$ cat config.mk
export PLATFORM = sky130hd
export DESIGN_NAME = monochrome_pixel_converter_unit
export DESIGN_NICKNAME = d
export VERILOG_FILES = /design/src/hdl/mpc_pkg.sv /design/src/hdl/mpc_convert.sv /design/src/hdl/monochrome_pixel_converter_unit.sv
export SDC_FILE = /design/constraint.sdc
export NUM_CORES = 1
export LEC_CHECK = 0
export BUFFER_PORTS_ARGS = -buffer_cell sky130_fd_sc_hd__buf_2
export CORE_ASPECT_RATIO = 0.7
export CORE_MARGIN = 4
export CORE_UTILIZATION = 65
export CTS_BUF_LIST = sky130_fd_sc_hd__clkbuf_8 sky130_fd_sc_hd__clkbuf_16
export CTS_CLUSTER_DIAMETER = 50
export DETAILED_ROUTE_END_ITERATION = 8
export HOLD_SLACK_MARGIN = 0.12
export PLACE_DENSITY_LB_ADDON = 0.12
export SLEW_MARGIN = 5
export SYNTH_ARGS = -nofsm -noshare
export SYNTH_HDL_FRONTEND = slang
export SYNTH_SLANG_ARGS = --single-unit
$ cat constraint.sdc
create_clock -name i_clk -period 20.4 [get_ports i_clk]
set_clock_uncertainty 0.15 [all_clocks]
set_input_delay 4.08 -clock i_clk [delete_from_list [all_inputs] [get_ports i_clk]]
set_output_delay 4.08 -clock i_clk [all_outputs]
set_load 0.02 [all_outputs]
$ cat src/hdl/mpc_pkg.sv
`default_nettype none
// ----------------------------------------------------------------------------
// Monochrome pixel converter package
// Shared types, mode codes and constants for the luminance datapath.
// ----------------------------------------------------------------------------
package mpc_pkg;

    // Mode selector carried with each input word
    typedef enum logic [1:0] {
        FUNC_TEXEL    = 2'd0,
        FUNC_UNSIGNED = 2'd1,
        FUNC_SIGNED   = 2'd2,
        FUNC_RSVD     = 2'd3
    } t_func;

    // One input word as held in the input register
    typedef struct packed {
        t_func              func;
        logic [15:0]        texel;
        logic signed [15:0] chan_r;
        logic signed [15:0] chan_g;
        logic signed [15:0] chan_b;
    } t_item;

    // One result word as held in the result register
    typedef struct packed {
        logic [15:0]        texel_out;
        logic signed [15:0] gray;
    } t_result;

    // Luminance weights, sum width covers 16-bit signed channels times 256
    localparam int                 SumW    = 25;
    localparam logic signed [24:0] LUMA_KR = 25'sd77;
    localparam logic signed [24:0] LUMA_KG = 25'sd150;
    localparam logic signed [24:0] LUMA_KB = 25'sd29;

    // Clamp limits for the signed mode
    localparam logic signed [16:0] GRAY_MIN = -17'sd1024;
    localparam logic signed [16:0] GRAY_MAX = 17'sd1023;

    // Reciprocal of 17 for values up to 263: q = (t * 241) >> 12
    localparam logic [15:0] RECIP17 = 16'd241;
    localparam logic [8:0]  ROUND17 = 9'd8;

    // 5-bit to 8-bit expansion, floor(x * 255 / 31)
    localparam logic [7:0] EXPAND5_LUT [32] = '{
        8'd0,   8'd8,   8'd16,  8'd24,  8'd32,  8'd41,  8'd49,  8'd57,
        8'd65,  8'd74,  8'd82,  8'd90,  8'd98,  8'd106, 8'd115, 8'd123,
        8'd131, 8'd139, 8'd148, 8'd156, 8'd164, 8'd172, 8'd180, 8'd189,
        8'd197, 8'd205, 8'd213, 8'd222, 8'd230, 8'd238, 8'd246, 8'd255
    };

endpackage
`default_nettype wire

$ cat src/hdl/mpc_convert.sv
`default_nettype none
// ----------------------------------------------------------------------------
// Monochrome pixel converter datapath
// Channel selection, luminance sum, requantisation and clamping for one word.
// ----------------------------------------------------------------------------
module mpc_convert (
    input  wire logic            i_enable,
    input  wire mpc_pkg::t_item  i_item,
    output mpc_pkg::t_result     o_result
);

    logic                                 w_opaque;
    logic signed [15:0]                   w_lr;
    logic signed [15:0]                   w_lg;
    logic signed [15:0]                   w_lb;
    logic signed [mpc_pkg::SumW-1:0]      w_sum;
    logic [7:0]                           w_luma8;
    logic [12:0]                          w_y31;
    logic [13:0]                          w_div255;
    logic [4:0]                           w_v5;
    logic [8:0]                           w_t17;
    logic [15:0]                          w_div17;
    logic [3:0]                           w_v4;
    logic signed [16:0]                   w_lsh;
    logic signed [16:0]                   w_clamp;

    assign w_opaque = i_item.texel[15];

    // Pick the channels fed to the luminance sum
    always_comb begin
        case (i_item.func)
            mpc_pkg::FUNC_TEXEL: begin
                if (w_opaque) begin
                    w_lr = {8'd0, mpc_pkg::EXPAND5_LUT[i_item.texel[14:10]]};
                    w_lg = {8'd0, mpc_pkg::EXPAND5_LUT[i_item.texel[9:5]]};
                    w_lb = {8'd0, mpc_pkg::EXPAND5_LUT[i_item.texel[4:0]]};
                end else begin
                    w_lr = {8'd0, i_item.texel[11:8], i_item.texel[11:8]};
                    w_lg = {8'd0, i_item.texel[7:4], i_item.texel[7:4]};
                    w_lb = {8'd0, i_item.texel[3:0], i_item.texel[3:0]};
                end
            end
            mpc_pkg::FUNC_UNSIGNED: begin
                w_lr = {8'd0, i_item.chan_r[7:0]};
                w_lg = {8'd0, i_item.chan_g[7:0]};
                w_lb = {8'd0, i_item.chan_b[7:0]};
            end
            default: begin
                w_lr = i_item.chan_r;
                w_lg = i_item.chan_g;
                w_lb = i_item.chan_b;
            end
        endcase
    end

    // Weighted luminance sum
    assign w_sum = mpc_pkg::SumW'(w_lr) * mpc_pkg::LUMA_KR
                 + mpc_pkg::SumW'(w_lg) * mpc_pkg::LUMA_KG
                 + mpc_pkg::SumW'(w_lb) * mpc_pkg::LUMA_KB;

    assign w_luma8 = w_sum[15:8];

    // Opaque requantise: floor(l * 31 / 255) via the divide-by-255 identity
    assign w_y31    = {w_luma8, 5'd0} - {5'd0, w_luma8};
    assign w_div255 = 14'(w_y31) + 14'(w_y31[12:8]) + 14'd1;
    assign w_v5     = w_div255[12:8];

    // Translucent requantise: floor((l + 8) / 17) by reciprocal multiply
    assign w_t17   = {1'b0, w_luma8} + mpc_pkg::ROUND17;
    assign w_div17 = 16'(w_t17) * mpc_pkg::RECIP17;
    assign w_v4    = w_div17[15:12];

    // Floor shift and clamp for the signed mode
    assign w_lsh = w_sum[24:8];

    always_comb begin
        if (w_lsh < mpc_pkg::GRAY_MIN) begin
            w_clamp = mpc_pkg::GRAY_MIN;
        end else if (w_lsh > mpc_pkg::GRAY_MAX) begin
            w_clamp = mpc_pkg::GRAY_MAX;
        end else begin
            w_clamp = w_lsh;
        end
    end

    // Assemble the result word
    always_comb begin
        o_result.texel_out = 16'd0;
        o_result.gray      = 16'sd0;
        case (i_item.func)
            mpc_pkg::FUNC_TEXEL: begin
                if (!i_enable) begin
                    o_result.texel_out = i_item.texel;
                end else if (w_opaque) begin
                    o_result.texel_out = {1'b1, w_v5, w_v5, w_v5};
                end else begin
                    o_result.texel_out = {1'b0, i_item.texel[14:12], w_v4, w_v4, w_v4};
                end
            end
            mpc_pkg::FUNC_UNSIGNED: begin
                o_result.gray = i_enable ? $signed({8'd0, w_luma8}) : i_item.chan_r;
            end
            mpc_pkg::FUNC_SIGNED: begin
                o_result.gray = i_enable ? 16'(w_clamp) : i_item.chan_r;
            end
            default: begin
                o_result.texel_out = 16'd0;
                o_result.gray      = 16'sd0;
            end
        endcase
    end

endmodule
`default_nettype wire

$ cat src/hdl/monochrome_pixel_converter_unit.sv
`default_nettype none
// ----------------------------------------------------------------------------
// Monochrome pixel converter
// Grayscale conversion of RGB5A3 texels and of 8-bit or signed colours.
// ----------------------------------------------------------------------------
// Takes one word per cycle while o_in_stall is low and returns one result
// word per input word, in order. A word passes through an input register,
// the conversion logic and a result register, and its result is offered
// once it is in the result register; with no output stall the
// block sustains one word every cycle. The input stalls only when both
// registers are full and the output is stalled. The enable register resets
// to 1 and should be written only while the block is empty; writes are
// always taken at once.
module monochrome_pixel_converter_unit (
    input  wire logic               i_clk,
    input  wire logic               i_rst_n,
    // configuration write channel
    input  wire logic               i_cfg_valid,
    output logic                    o_cfg_ready,
    input  wire logic               i_cfg_data,
    // input channel
    input  wire logic               i_in_valid,
    output logic                    o_in_stall,
    input  wire logic [1:0]         i_func,
    input  wire logic [15:0]        i_texel_in,
    input  wire logic signed [15:0] i_chan_r,
    input  wire logic signed [15:0] i_chan_g,
    input  wire logic signed [15:0] i_chan_b,
    // output channel
    output logic                    o_out_valid,
    input  wire logic               i_out_stall,
    output logic [15:0]             o_texel_out,
    output logic signed [15:0]      o_gray
);

    logic               r_enable;
    logic               r_s1_vld;
    logic               r_s2_vld;
    mpc_pkg::t_item     r_s1;
    mpc_pkg::t_result   r_s2;
    mpc_pkg::t_result   w_result;
    logic               w_s2_free;
    logic               w_s1_move;
    logic               w_s1_free;
    logic               w_in_acc;

    // Configuration register
    assign o_cfg_ready = 1'b1;

    always_ff @(posedge i_clk) begin
        if (!i_rst_n) begin
            r_enable <= 1'b1;
        end else if (i_cfg_valid && o_cfg_ready) begin
            r_enable <= i_cfg_data;
        end
    end

    // Pipeline flow control
    assign w_s2_free  = !r_s2_vld || !i_out_stall;
    assign w_s1_move  = r_s1_vld && w_s2_free;
    assign w_s1_free  = !r_s1_vld || w_s2_free;
    assign o_in_stall = !w_s1_free;
    assign w_in_acc   = i_in_valid && w_s1_free;

    always_ff @(posedge i_clk) begin
        if (!i_rst_n) begin
            r_s1_vld <= 1'b0;
            r_s2_vld <= 1'b0;
        end else begin
            if (w_s1_free) begin
                r_s1_vld <= i_in_valid;
            end
            if (w_s2_free) begin
                r_s2_vld <= r_s1_vld;
            end
        end
    end

    // Capture the input word
    always_ff @(posedge i_clk) begin
        if (w_in_acc) begin
            r_s1.func   <= mpc_pkg::t_func'(i_func);
            r_s1.texel  <= i_texel_in;
            r_s1.chan_r <= i_chan_r;
            r_s1.chan_g <= i_chan_g;
            r_s1.chan_b <= i_chan_b;
        end
    end

    mpc_convert u_convert (
        .i_enable (r_enable),
        .i_item   (r_s1),
        .o_result (w_result)
    );

    // Hold the result until taken
    always_ff @(posedge i_clk) begin
        if (w_s1_move) begin
            r_s2 <= w_result;
        end
    end

    assign o_out_valid = r_s2_vld;
    assign o_texel_out = r_s2.texel_out;
    assign o_gray      = r_s2.gray;

    // Input stalls only with both stages full and the output blocked
    a_stall_full: assert property (@(posedge i_clk) disable iff (!i_rst_n)
        o_in_stall |-> (r_s1_vld && r_s2_vld && i_out_stall))
        else $error("input stalled with room in the pipeline");

    // A reserved mode word yields an all-zero result
    a_rsvd_zero: assert property (@(posedge i_clk) disable iff (!i_rst_n)
        (w_s1_move && (r_s1.func == mpc_pkg::FUNC_RSVD))
        |=> (o_texel_out == 16'd0 && o_gray == 16'sd0))
        else $error("reserved mode produced a nonzero word");

    // Signed mode output stays within the clamp range
    a_signed_clamp: assert property (@(posedge i_clk) disable iff (!i_rst_n)
        (w_s1_move && r_enable && (r_s1.func == mpc_pkg::FUNC_SIGNED))
        |=> (o_gray >= 16'shFC00 && o_gray <= 16'sd1023))
        else $error("signed gray outside clamp range");

    // A held result word does not change while stalled
    a_hold_result: assert property (@(posedge i_clk) disable iff (!i_rst_n)
        (o_out_valid && i_out_stall) |=> (o_out_valid && $stable(r_s2)))
        else $error("stalled result word changed");

endmodule
`default_nettype wire
==> results of run 1 <==
-- cells in the final DEF, fill, tap and decap left out, types with 7 or more instances in the layout --
master,instances
nand2b_1,14
buf_2,105
nor2b_1,13
nand2_1,102
ha_1,235
or2_2,8
a21oi_1,55
o21bai_1,8
fa_1,139
a211oi_1,15
a21o_1,21
clkbuf_16,9
o21ai_0,64
o21a_1,16
inv_1,332
a22o_1,8
edfxtp_1,98
nand4_1,9
nand3_1,33
nor3_1,17
xnor2_1,47
a31oi_1,9
nor2_1,94
and2_1,24
mux2i_1,14
o211ai_1,15
o2111ai_1,9
buf_4,8
xor2_1,15
and3_1,7
-- final timing paths --
kind	end	slack, ns
worst max-delay path	o_texel_out[7]	6.34
worst min-delay path	o_out_valid	0.39
worst max register to register	o_texel_out[7]	6.34
worst min register to register	o_out_valid	0.39
-- through the flow --
step	hold slack [ns]	cells	utilization (%)
after CTS	0.392	1981	72.3
after detailed placement	0.379	1965	71.0
final	0.394	1981	72.3
after global placement	0.343	1965	71.0
after floorplan	0.316	1586	-
after global routing	0.420	1981	72.3
-- routing by layer --
layer / GRT usage (%) / wire (microns) / part of all wire (%)
met4: 5.38 / 512 / 1.4
met3: 7.60 / 4310 / 11
met2: 43.1 / 15300 / 40
met5: 0 / 0 / 0
met1: 47.5 / 17700 / 47
-- layout make-up --
type                       instances  area, sq um
sequential                       101         3000
clock buffer                      10          239
tap                              305          382
clock inverter                     6         52.6
inverter                         334         1250
fill                            1705         6110
multi-input combinational       1112        10400
timing repair buffer             113          586
-- cells by family (layout without fill, tap and decap cells) --
group                    after synthesis  after routing
adder cells (fa/ha/maj)              375            375
AND/OR/NAND/NOR                      352            352
other                                  1              1
buffers and inverters                373            463
XOR/XNOR                              66             66
flip-flops                           101            101
multiplexers                          14             14
AO/OA/AOI/OAI                        304            304
-- sequential cells by signal, indices dropped and copies added, names as in the netlist --
name and cells:
o_gray 16, o_out_valid 1, o_texel_out 16, r_enable 1, r_s1 66, r_s1_vld 1
-- critical path, delay by kind of cell (launching register included) --
family / cells / cell delay (ns)
DFF: 1 / 0.41
AOI/OAI and AO/OA: 11 / 3.18
buffers and inverters: 8 / 1.07
adders and majority gates: 16 / 5.49
xor gates and xnor gates: 3 / 0.94
and+or+nand+nor: 12 / 2.68
-- cells in the mapped netlist (6+ instances only) --
master,n,share of area (%)
inv_1,332,8.4
ha_1,235,20
fa_1,139,19
nand2_1,102,2.6
edfxtp_1,98,20
nor2_1,94,2.4
o21ai_0,64,2.2
a21oi_1,55,1.9
xnor2_1,47,2.8
nand3_1,33,1.1
clkbuf_1,26,0.66
and2_1,24,1.0
a21o_1,21,1.1
nor3_1,17,0.57
o21a_1,16,0.81
a211oi_1,15,0.76
o211ai_1,15,0.76
xor2_1,15,0.88
mux2i_1,14,0.94
nand2b_1,14,0.59
nor2b_1,14,0.59
a31oi_1,9,0.38
nand4_1,9,0.38
o2111ai_1,9,0.53
a22o_1,8,0.47
o21bai_1,8,0.40
or2_2,8,0.34
a21boi_0,7,0.35
and3_1,7,0.29
a211o_1,6,0.35
buf_2,6,0.20
o221ai_1,6,0.35
or4_1,6,0.30
==> flow_summary.json, run 1 <==
{
  "synthArstFlopShare_pct": 0,
  "finalCriticalPeriod_ns": 14.06,
  "cp_max_fo": 25,
  "drive_above_1_share_pct": 10.2,
  "ys_seq_elements": 101,
  "crit_path_start_kind": "register",
  "die_area_sq_um": 25400,
  "htreeDepth": 3,
  "grtUsageTotal_pct": 30.3,
  "worst_path_most_repeated_cell": "ha_1",
  "setup_viol": 0,
  "period_share_pct": 68.9,
  "grt_pass1_vias": 11500,
  "die_width_microns": 189,
  "slew_headroom_pct": 21.7,
  "grt_first_pass_wirelength_microns": 60700,
  "antenna_found_initial": 0,
  "via_count": 11700,
  "crit_path_end_kind": "register",
  "synth-main-ff-cell": "edfxtp_1",
  "ctsResizeCount": 0,
  "dp_slack_ns": 6.62,
  "diodes": 0,
  "clock.fmax_ghz": 0.0711,
  "critPathSlowestCell": "a211oi_1",
  "min_from": "r_s1_vld",
  "hold_violations": 0,
  "worst_pin_slew_ns": 1.17,
  "ant_nets": 0,
  "via_per_inst": 5.93,
  "cts_setup_buffers": 0,
  "final_cell_area_sq_um": 16000,
  "yosys.area_share.simple_pct": 11.7,
  "io_buffers": 105,
  "r2r_start": "r_s1[65]",
  "drc": 0,
  "synth.yosys.seq_area_share_pct": 20.2,
  "grt_overflow_total": 0,
  "die_h_microns": 134,
  "cp-startpoint": "r_s1[65]",
  "crit_type": "reg -> reg",
  "clockRootBuffer": "clkbuf_16",
  "drv_slew": 0,
  "cp.required_ns": 20.48,
  "synth_top_family_by_area": "adder cells",
  "nNetsFinal": 2117,
  "grt_start_max_net_pins": 67,
  "drt_first_pass_iters": 6,
  "synth_edf_count": 98,
  "cts_buffers": 9,
  "synth-xor-area-share_pct": 4.21,
  "min_path_type": "reg -> reg",
  "rsz0062_at_grt": "no",
  "row_count": 45,
  "avgSynthCellArea_sq_um": 9.37,
  "holdPathStages": 2,
  "r2r_cells": 50,
  "cts_buffer_depth": 2,
  "wl_microns": 37800,
  "core-area_sq_um": 22100,
  "finalSetupTns_ns": 0,
  "setup_ws_ns": 6.34,
  "muxShareOfSynthArea_pct": 0.943,
  "placed_cell_area_sq_um": 15700,
  "cts_tree": "yes",
  "synth_warnings": 0,
  "drt_iter0_drc": 1144,
  "insertion_delay_ns": 0.36,
  "hpwl_microns": 31300,
  "yosysUniqueCellTypes": 91,
  "status": "finished clean",
  "synth_area_sq_um": 14900,
  "synth-compound-area-share_pct": 14.8,
  "clk_pin_slew_worst_paths_ns": 0.08,
  "wire_per_inst_microns": 19.1,
  "ios": 107,
  "area_growth_pct": 7.44,
  "ctsHoldBuffers": 0,
  "synthCells": 1586,
  "syn-num-nets": 2032,
  "gp_congestion": 0.920,
  "synth-adder-area-share_pct": 38.6,
  "slowest_delay_ns": 0.71,
  "cp_data_arrival_time_ns": 14.14,
  "clkSinkCount": 101,
  "drv_cap": 0,
  "initial_utilization_pct": 67.3
}
Power of run 1 is not shown: default switching activity piles up to over one toggle a cycle in this logic, so the estimate is an artifact.
==> run 2: changes to the inputs <==
ABC_AREA = 1   (was unset)
CORE_UTILIZATION = 57   (was 65)
clock period = 11.5 ns   (was 20.4 ns; I/O delays follow)
==> flow_summary.json, run 2 <==
{
  "status": "finished clean",
  "die_h_microns": 141,
  "drv_slew": 0,
  "mostFrequentLayoutCell": "inv_1",
  "synth_warnings": 0,
  "via_count": 11400,
  "post-synth-top-count-cell": "inv_1",
  "slowest_delay_ns": 0.59,
  "die_area_sq_um": 28000,
  "cp_max_fo": 17,
  "clock.fmax_ghz": 0.0910,
  "antenna_found_initial": 0,
  "htreeDepth": 3,
  "min_path_type": "reg -> reg",
  "avgSynthCellArea_sq_um": 8.61,
  "drt_iter0_drc": 911,
  "cts_tree": "yes",
  "synth_area_sq_um": 14400,
  "grt_pass1_vias": 11100,
  "synth_top_area_share_pct": 20.4,
  "top_register": "r_s1",
  "synth-compound-area-share_pct": 9.29,
  "wire_per_inst_microns": 16.8,
  "clk_pin_slew_worst_paths_ns": 0.08,
  "ctsHoldBuffers": 0,
  "wl_microns": 36100,
  "worst_pin_slew_ns": 1.08,
  "synthArstFlopShare_pct": 0,
  "synth_top_area_cell": "edfxtp_1",
  "synth.yosys.seq_area_share_pct": 20.8,
  "placed_cell_area_sq_um": 15500,
  "crit_path_start_kind": "register",
  "synth_edf_count": 98,
  "drc": 0,
  "synthTopCellsByArea": "edfxtp_1, ha_1, fa_1",
  "grt_start_max_net_pins": 67,
  "cts_buffer_depth": 2,
  "period_share_pct": 95.6,
  "drv_cap": 0,
  "final_cell_mix": "inv_1, nand2_1, ha_1",
  "setup_viol": 0,
  "cp_data_arrival_time_ns": 10.93,
  "io_buffers": 105,
  "drive_above_1_share_pct": 14.2,
  "final_cell_area_sq_um": 16200,
  "critPathSlowestCell": "fa_1",
  "initial_utilization_pct": 58.2,
  "muxShareOfSynthArea_pct": 0,
  "cts_buffers": 9,
  "grt_first_pass_wirelength_microns": 57600,
  "ios": 107,
  "finalCriticalPeriod_ns": 10.99,
  "ant_nets": 0,
  "synth-adder-area-share_pct": 39.6,
  "yosysUniqueCellTypes": 60,
  "synth_top_family_by_area": "adder cells",
  "n_fill_cell": 2087,
  "gp_congestion": 0.923,
  "syn-num-nets": 2124,
  "diodes": 0,
  "yosys.area_share.simple_pct": 14.2,
  "slew_headroom_pct": 27.7,
  "ys_seq_elements": 101,
  "grtUsageTotal_pct": 26.0,
  "synthCells": 1678,
  "cp.required_ns": 11.44,
  "row_count": 48,
  "nNetsFinal": 2267,
  "via_per_inst": 5.28,
  "largest_reg_flops": 66,
  "crit_path_end_kind": "register",
  "multiInputGateArea_sq_um": 9920,
  "hold_violations": 0,
  "grt_overflow_total": 0,
  "clkSinkCount": 101,
  "regArea_sq_um": 3000,
  "crit_type": "reg -> reg",
  "die_width_microns": 198,
  "synthTopCellsByCount": "inv_1, ha_1, nand2_1, fa_1, a21oi_1",
  "core-area_sq_um": 24800,
  "hpwl_microns": 30900,
  "insertion_delay_ns": 0.35,
  "clockRootBuffer": "clkbuf_16",
  "drt_first_pass_iters": 6,
  "synth-xor-area-share_pct": 4.06,
  "area_growth_pct": 11.9,
  "synth-main-ff-cell": "edfxtp_1"
}
## run 2: metal layers
metal,part of all wire [%],vias up,track usage (%)
met5,0,-,0
met4,1.5,0,4.85
met3,8.1,38,4.71
met2,41,390,37.1
met1,50,5303,41.7
li1,-,5631,-
## run 2: metrics by stage
stage / hold slack [ns] / cells / setup TNS [ns] / setup slack, ns / utilization, %
after floorplan: 0.304 / 1678 / 0 / 0.561 / -
after global placement: 0.369 / 2123 / 0 / 0.234 / 62.7
after detailed placement: 0.373 / 2123 / 0 / 0.0604 / 62.7
after CTS: 0.386 / 2139 / 0 / 0.00638 / 63.9
after global routing: 0.428 / 2151 / -0.246 / -0.0738 / 65.1
final: 0.386 / 2151 / 0 / 0.508 / 65.1
## run 2: worst max-delay path: cells and delay by family, from the launching register on
family / cells / cell delay [ns]
AOI/OAI and AO/OA: 10 / 1.80
xor gates and xnor gates: 2 / 0.36
adders and majority gates: 15 / 5.22
buffers and inverters: 13 / 1.24
DFF: 1 / 0.39
and+or+nand+nor: 12 / 1.52
## run 2: final timing paths
kind          startpoint        endpoint  slack, ns  depth (start not counted)
min          o_out_valid     o_out_valid       0.39                          2
min reg2reg  o_out_valid     o_out_valid       0.39                          2
max reg2reg     r_s1[65]  o_texel_out[2]       0.51                         52
max             r_s1[65]  o_texel_out[2]       0.51                         52
## run 2: cells by family after synthesis
group	Yosys count
AOI/OAI and AO/OA	228
xor gates and xnor gates	66
adders and majority gates	374
buffers and inverters	457
DFF	101
other	1
and+or+nand+nor	451
## run 2: cell type report
type	count	area share, %
clock buffers	9	1.39
clock inverters	7	0.504
inverters	440	10.3
multi-input cells	1120	61.4
flip-flops and latches	101	18.6
well taps	325	2.52
repair buffers	149	5.32
## run 2: what timing repair did
item	4_1_cts	5_1_grt
setup endpoints to repair	0	12
gates resized for setup	0	50
buffers inserted	0	12
Power of run 2 is left out for the same reason.
==> run 3: changes to the inputs <==
PLACE_DENSITY = 0.79   (was unset)
PLACE_DENSITY_LB_ADDON = unset   (was 0.12)
REMOVE_ABC_BUFFERS = 1   (was unset)
==> flow_summary.json, run 3 (synthesis gave the netlist of run 2 again) <==
{
  "cts_buffers": 9,
  "cts_buffer_depth": 2,
  "slew_headroom_pct": 25.6,
  "crit_path_start_kind": "register",
  "r2r_start": "r_s1[64]",
  "setup_viol": 0,
  "nNetsFinal": 2286,
  "row_count": 48,
  "hold_violations": 0,
  "r2r_cells": 49,
  "area_growth_pct": 13.3,
  "r2r_end": "o_texel_out[7]",
  "drive_above_1_share_pct": 15.3,
  "finalCriticalPeriod_ns": 11.15,
  "clockRootBuffer": "clkbuf_16",
  "final_cell_mix": "inv_1, nand2_1, ha_1",
  "critPathSlowestCell": "fa_1",
  "grt_start_max_net_pins": 57,
  "htreeDepth": 3,
  "cp_data_arrival_time_ns": 11.12,
  "die_width_microns": 198,
  "holdPathStages": 2,
  "worst_path_most_repeated_cell": "inv_1",
  "cts_tree": "yes",
  "mostFrequentLayoutCell": "inv_1",
  "crit_type": "reg -> reg",
  "gp_congestion": 0.987,
  "slowest_delay_ns": 0.55,
  "drv_cap": 0,
  "finalSetupTns_ns": 0,
  "drc": 0,
  "clk_pin_slew_worst_paths_ns": 0.07,
  "wl_microns": 37000,
  "crit_path_end_kind": "register",
  "drt_first_pass_iters": 6,
  "dp_slack_ns": -0.0940,
  "setup_ws_ns": 0.349,
  "io_buffers": 105,
  "regToRegSetupSlack_ns": 0.35,
  "die_area_sq_um": 28000,
  "ctsHoldBuffers": 0,
  "ios": 107,
  "hold_end": "o_out_valid",
  "clock.fmax_ghz": 0.0897,
  "drv_slew": 0,
  "initial_utilization_pct": 58.2,
  "hold_slack_ns": 0.400,
  "worst_pin_slew_ns": 1.11,
  "grt_first_pass_wirelength_microns": 58500,
  "grtUsageTotal_pct": 26.4,
  "via_count": 11800,
  "cp.required_ns": 11.47,
  "diodes": 0,
  "grt_overflow_total": 0,
  "min_path_type": "reg -> reg",
  "drt_iter0_drc": 970,
  "insertion_delay_ns": 0.38,
  "ant_nets": 0,
  "largest_reg_flops": 66,
  "die_h_microns": 141,
  "min_from": "r_s1_vld",
  "wire_per_inst_microns": 17.1,
  "clkSinkCount": 101,
  "hpwl_microns": 31000,
  "via_per_inst": 5.42,
  "top_register": "r_s1",
  "core-area_sq_um": 24800,
  "antenna_found_initial": 0,
  "grt_pass1_vias": 11700,
  "status": "finished clean",
  "cp_max_fo": 9,
  "period_share_pct": 97.0
}
## run 3: cell types whose count changed in the layout (fill, tap and decap cells not counted), moves of 3 or more
cell / previous run / this run
nand2_2: 20 / 17
ha_1: 229 / 225
o21ai_1: 10 / 7
a21oi_1: 101 / 98
o21ai_2: 2 / 5
ha_4: 4 / 8
buf_4: 43 / 62
a21oi_2: 10 / 13
## run 3: worst max-delay path by stage
stage | startpoint | end | slack (ns) | cells after the start
2_1_floorplan | r_s1[64] | o_texel_out[11] | 0.36 | 48
3_3_place_gp | r_s1[64] | o_texel_out[3] | 0.21 | 50
3_5_place_dp | r_s1[64] | o_texel_out[7] | -0.09 | 50
4_1_cts | r_s1[64] | o_texel_out[7] | 0.01 | 50
5_1_grt | r_s1[64] | o_texel_out[7] | -0.09 | 51
6_report | r_s1[64] | o_texel_out[7] | 0.35 | 49
## run 3: timing repair
action                                  in CTS  in global routing
setup buffers                                1                 17
endpoints found under the setup margin       3                 12
resized for setup                            4                 53
pin swaps                                    1                 17
## run 3: worst max-delay path, delay by kind of cell, from the launching register on
family	cells	cell delay, ns
AOI/OAI and AO/OA	11	1.83
xor gates and xnor gates	2	0.38
adders and majority gates	16	5.93
buffers and inverters	13	1.15
DFF	1	0.42
and+or+nand+nor	7	1.02
## run 3: final cells by class
| class | count | area, sq um |
|---|---|---|
| fillers | 1962 | 8440 |
| multi-input cells | 1120 | 9960 |
| clock buffers | 9 | 225 |
| well taps | 325 | 407 |
| clock inverters | 6 | 105 |
| repair buffers | 168 | 1000 |
| flip-flops and latches | 101 | 3000 |
| inverters | 440 | 1660 |
## run 3: metrics by stage
step                utilization (%)  instances  area, sq um
floorplan                         -       1661        14400
global placement               63.1       2136        15600
detailed placement             63.1       2136        15600
CTS                            64.4       2152        16000
global route                   66.0       2169        16400
finish                         66.0       2169        16400
## run 3: per-layer routing
layer  vias to the layer above  track usage, %  wire, microns
met1                      5564            37.4          16600
li1                       5676               -              -
met4                         0            4.38            362
met5                         -            1.23              0
met3                        32            7.72           3700
met2                       487            41.1          16400
Power of run 3 is left out for the same reason.
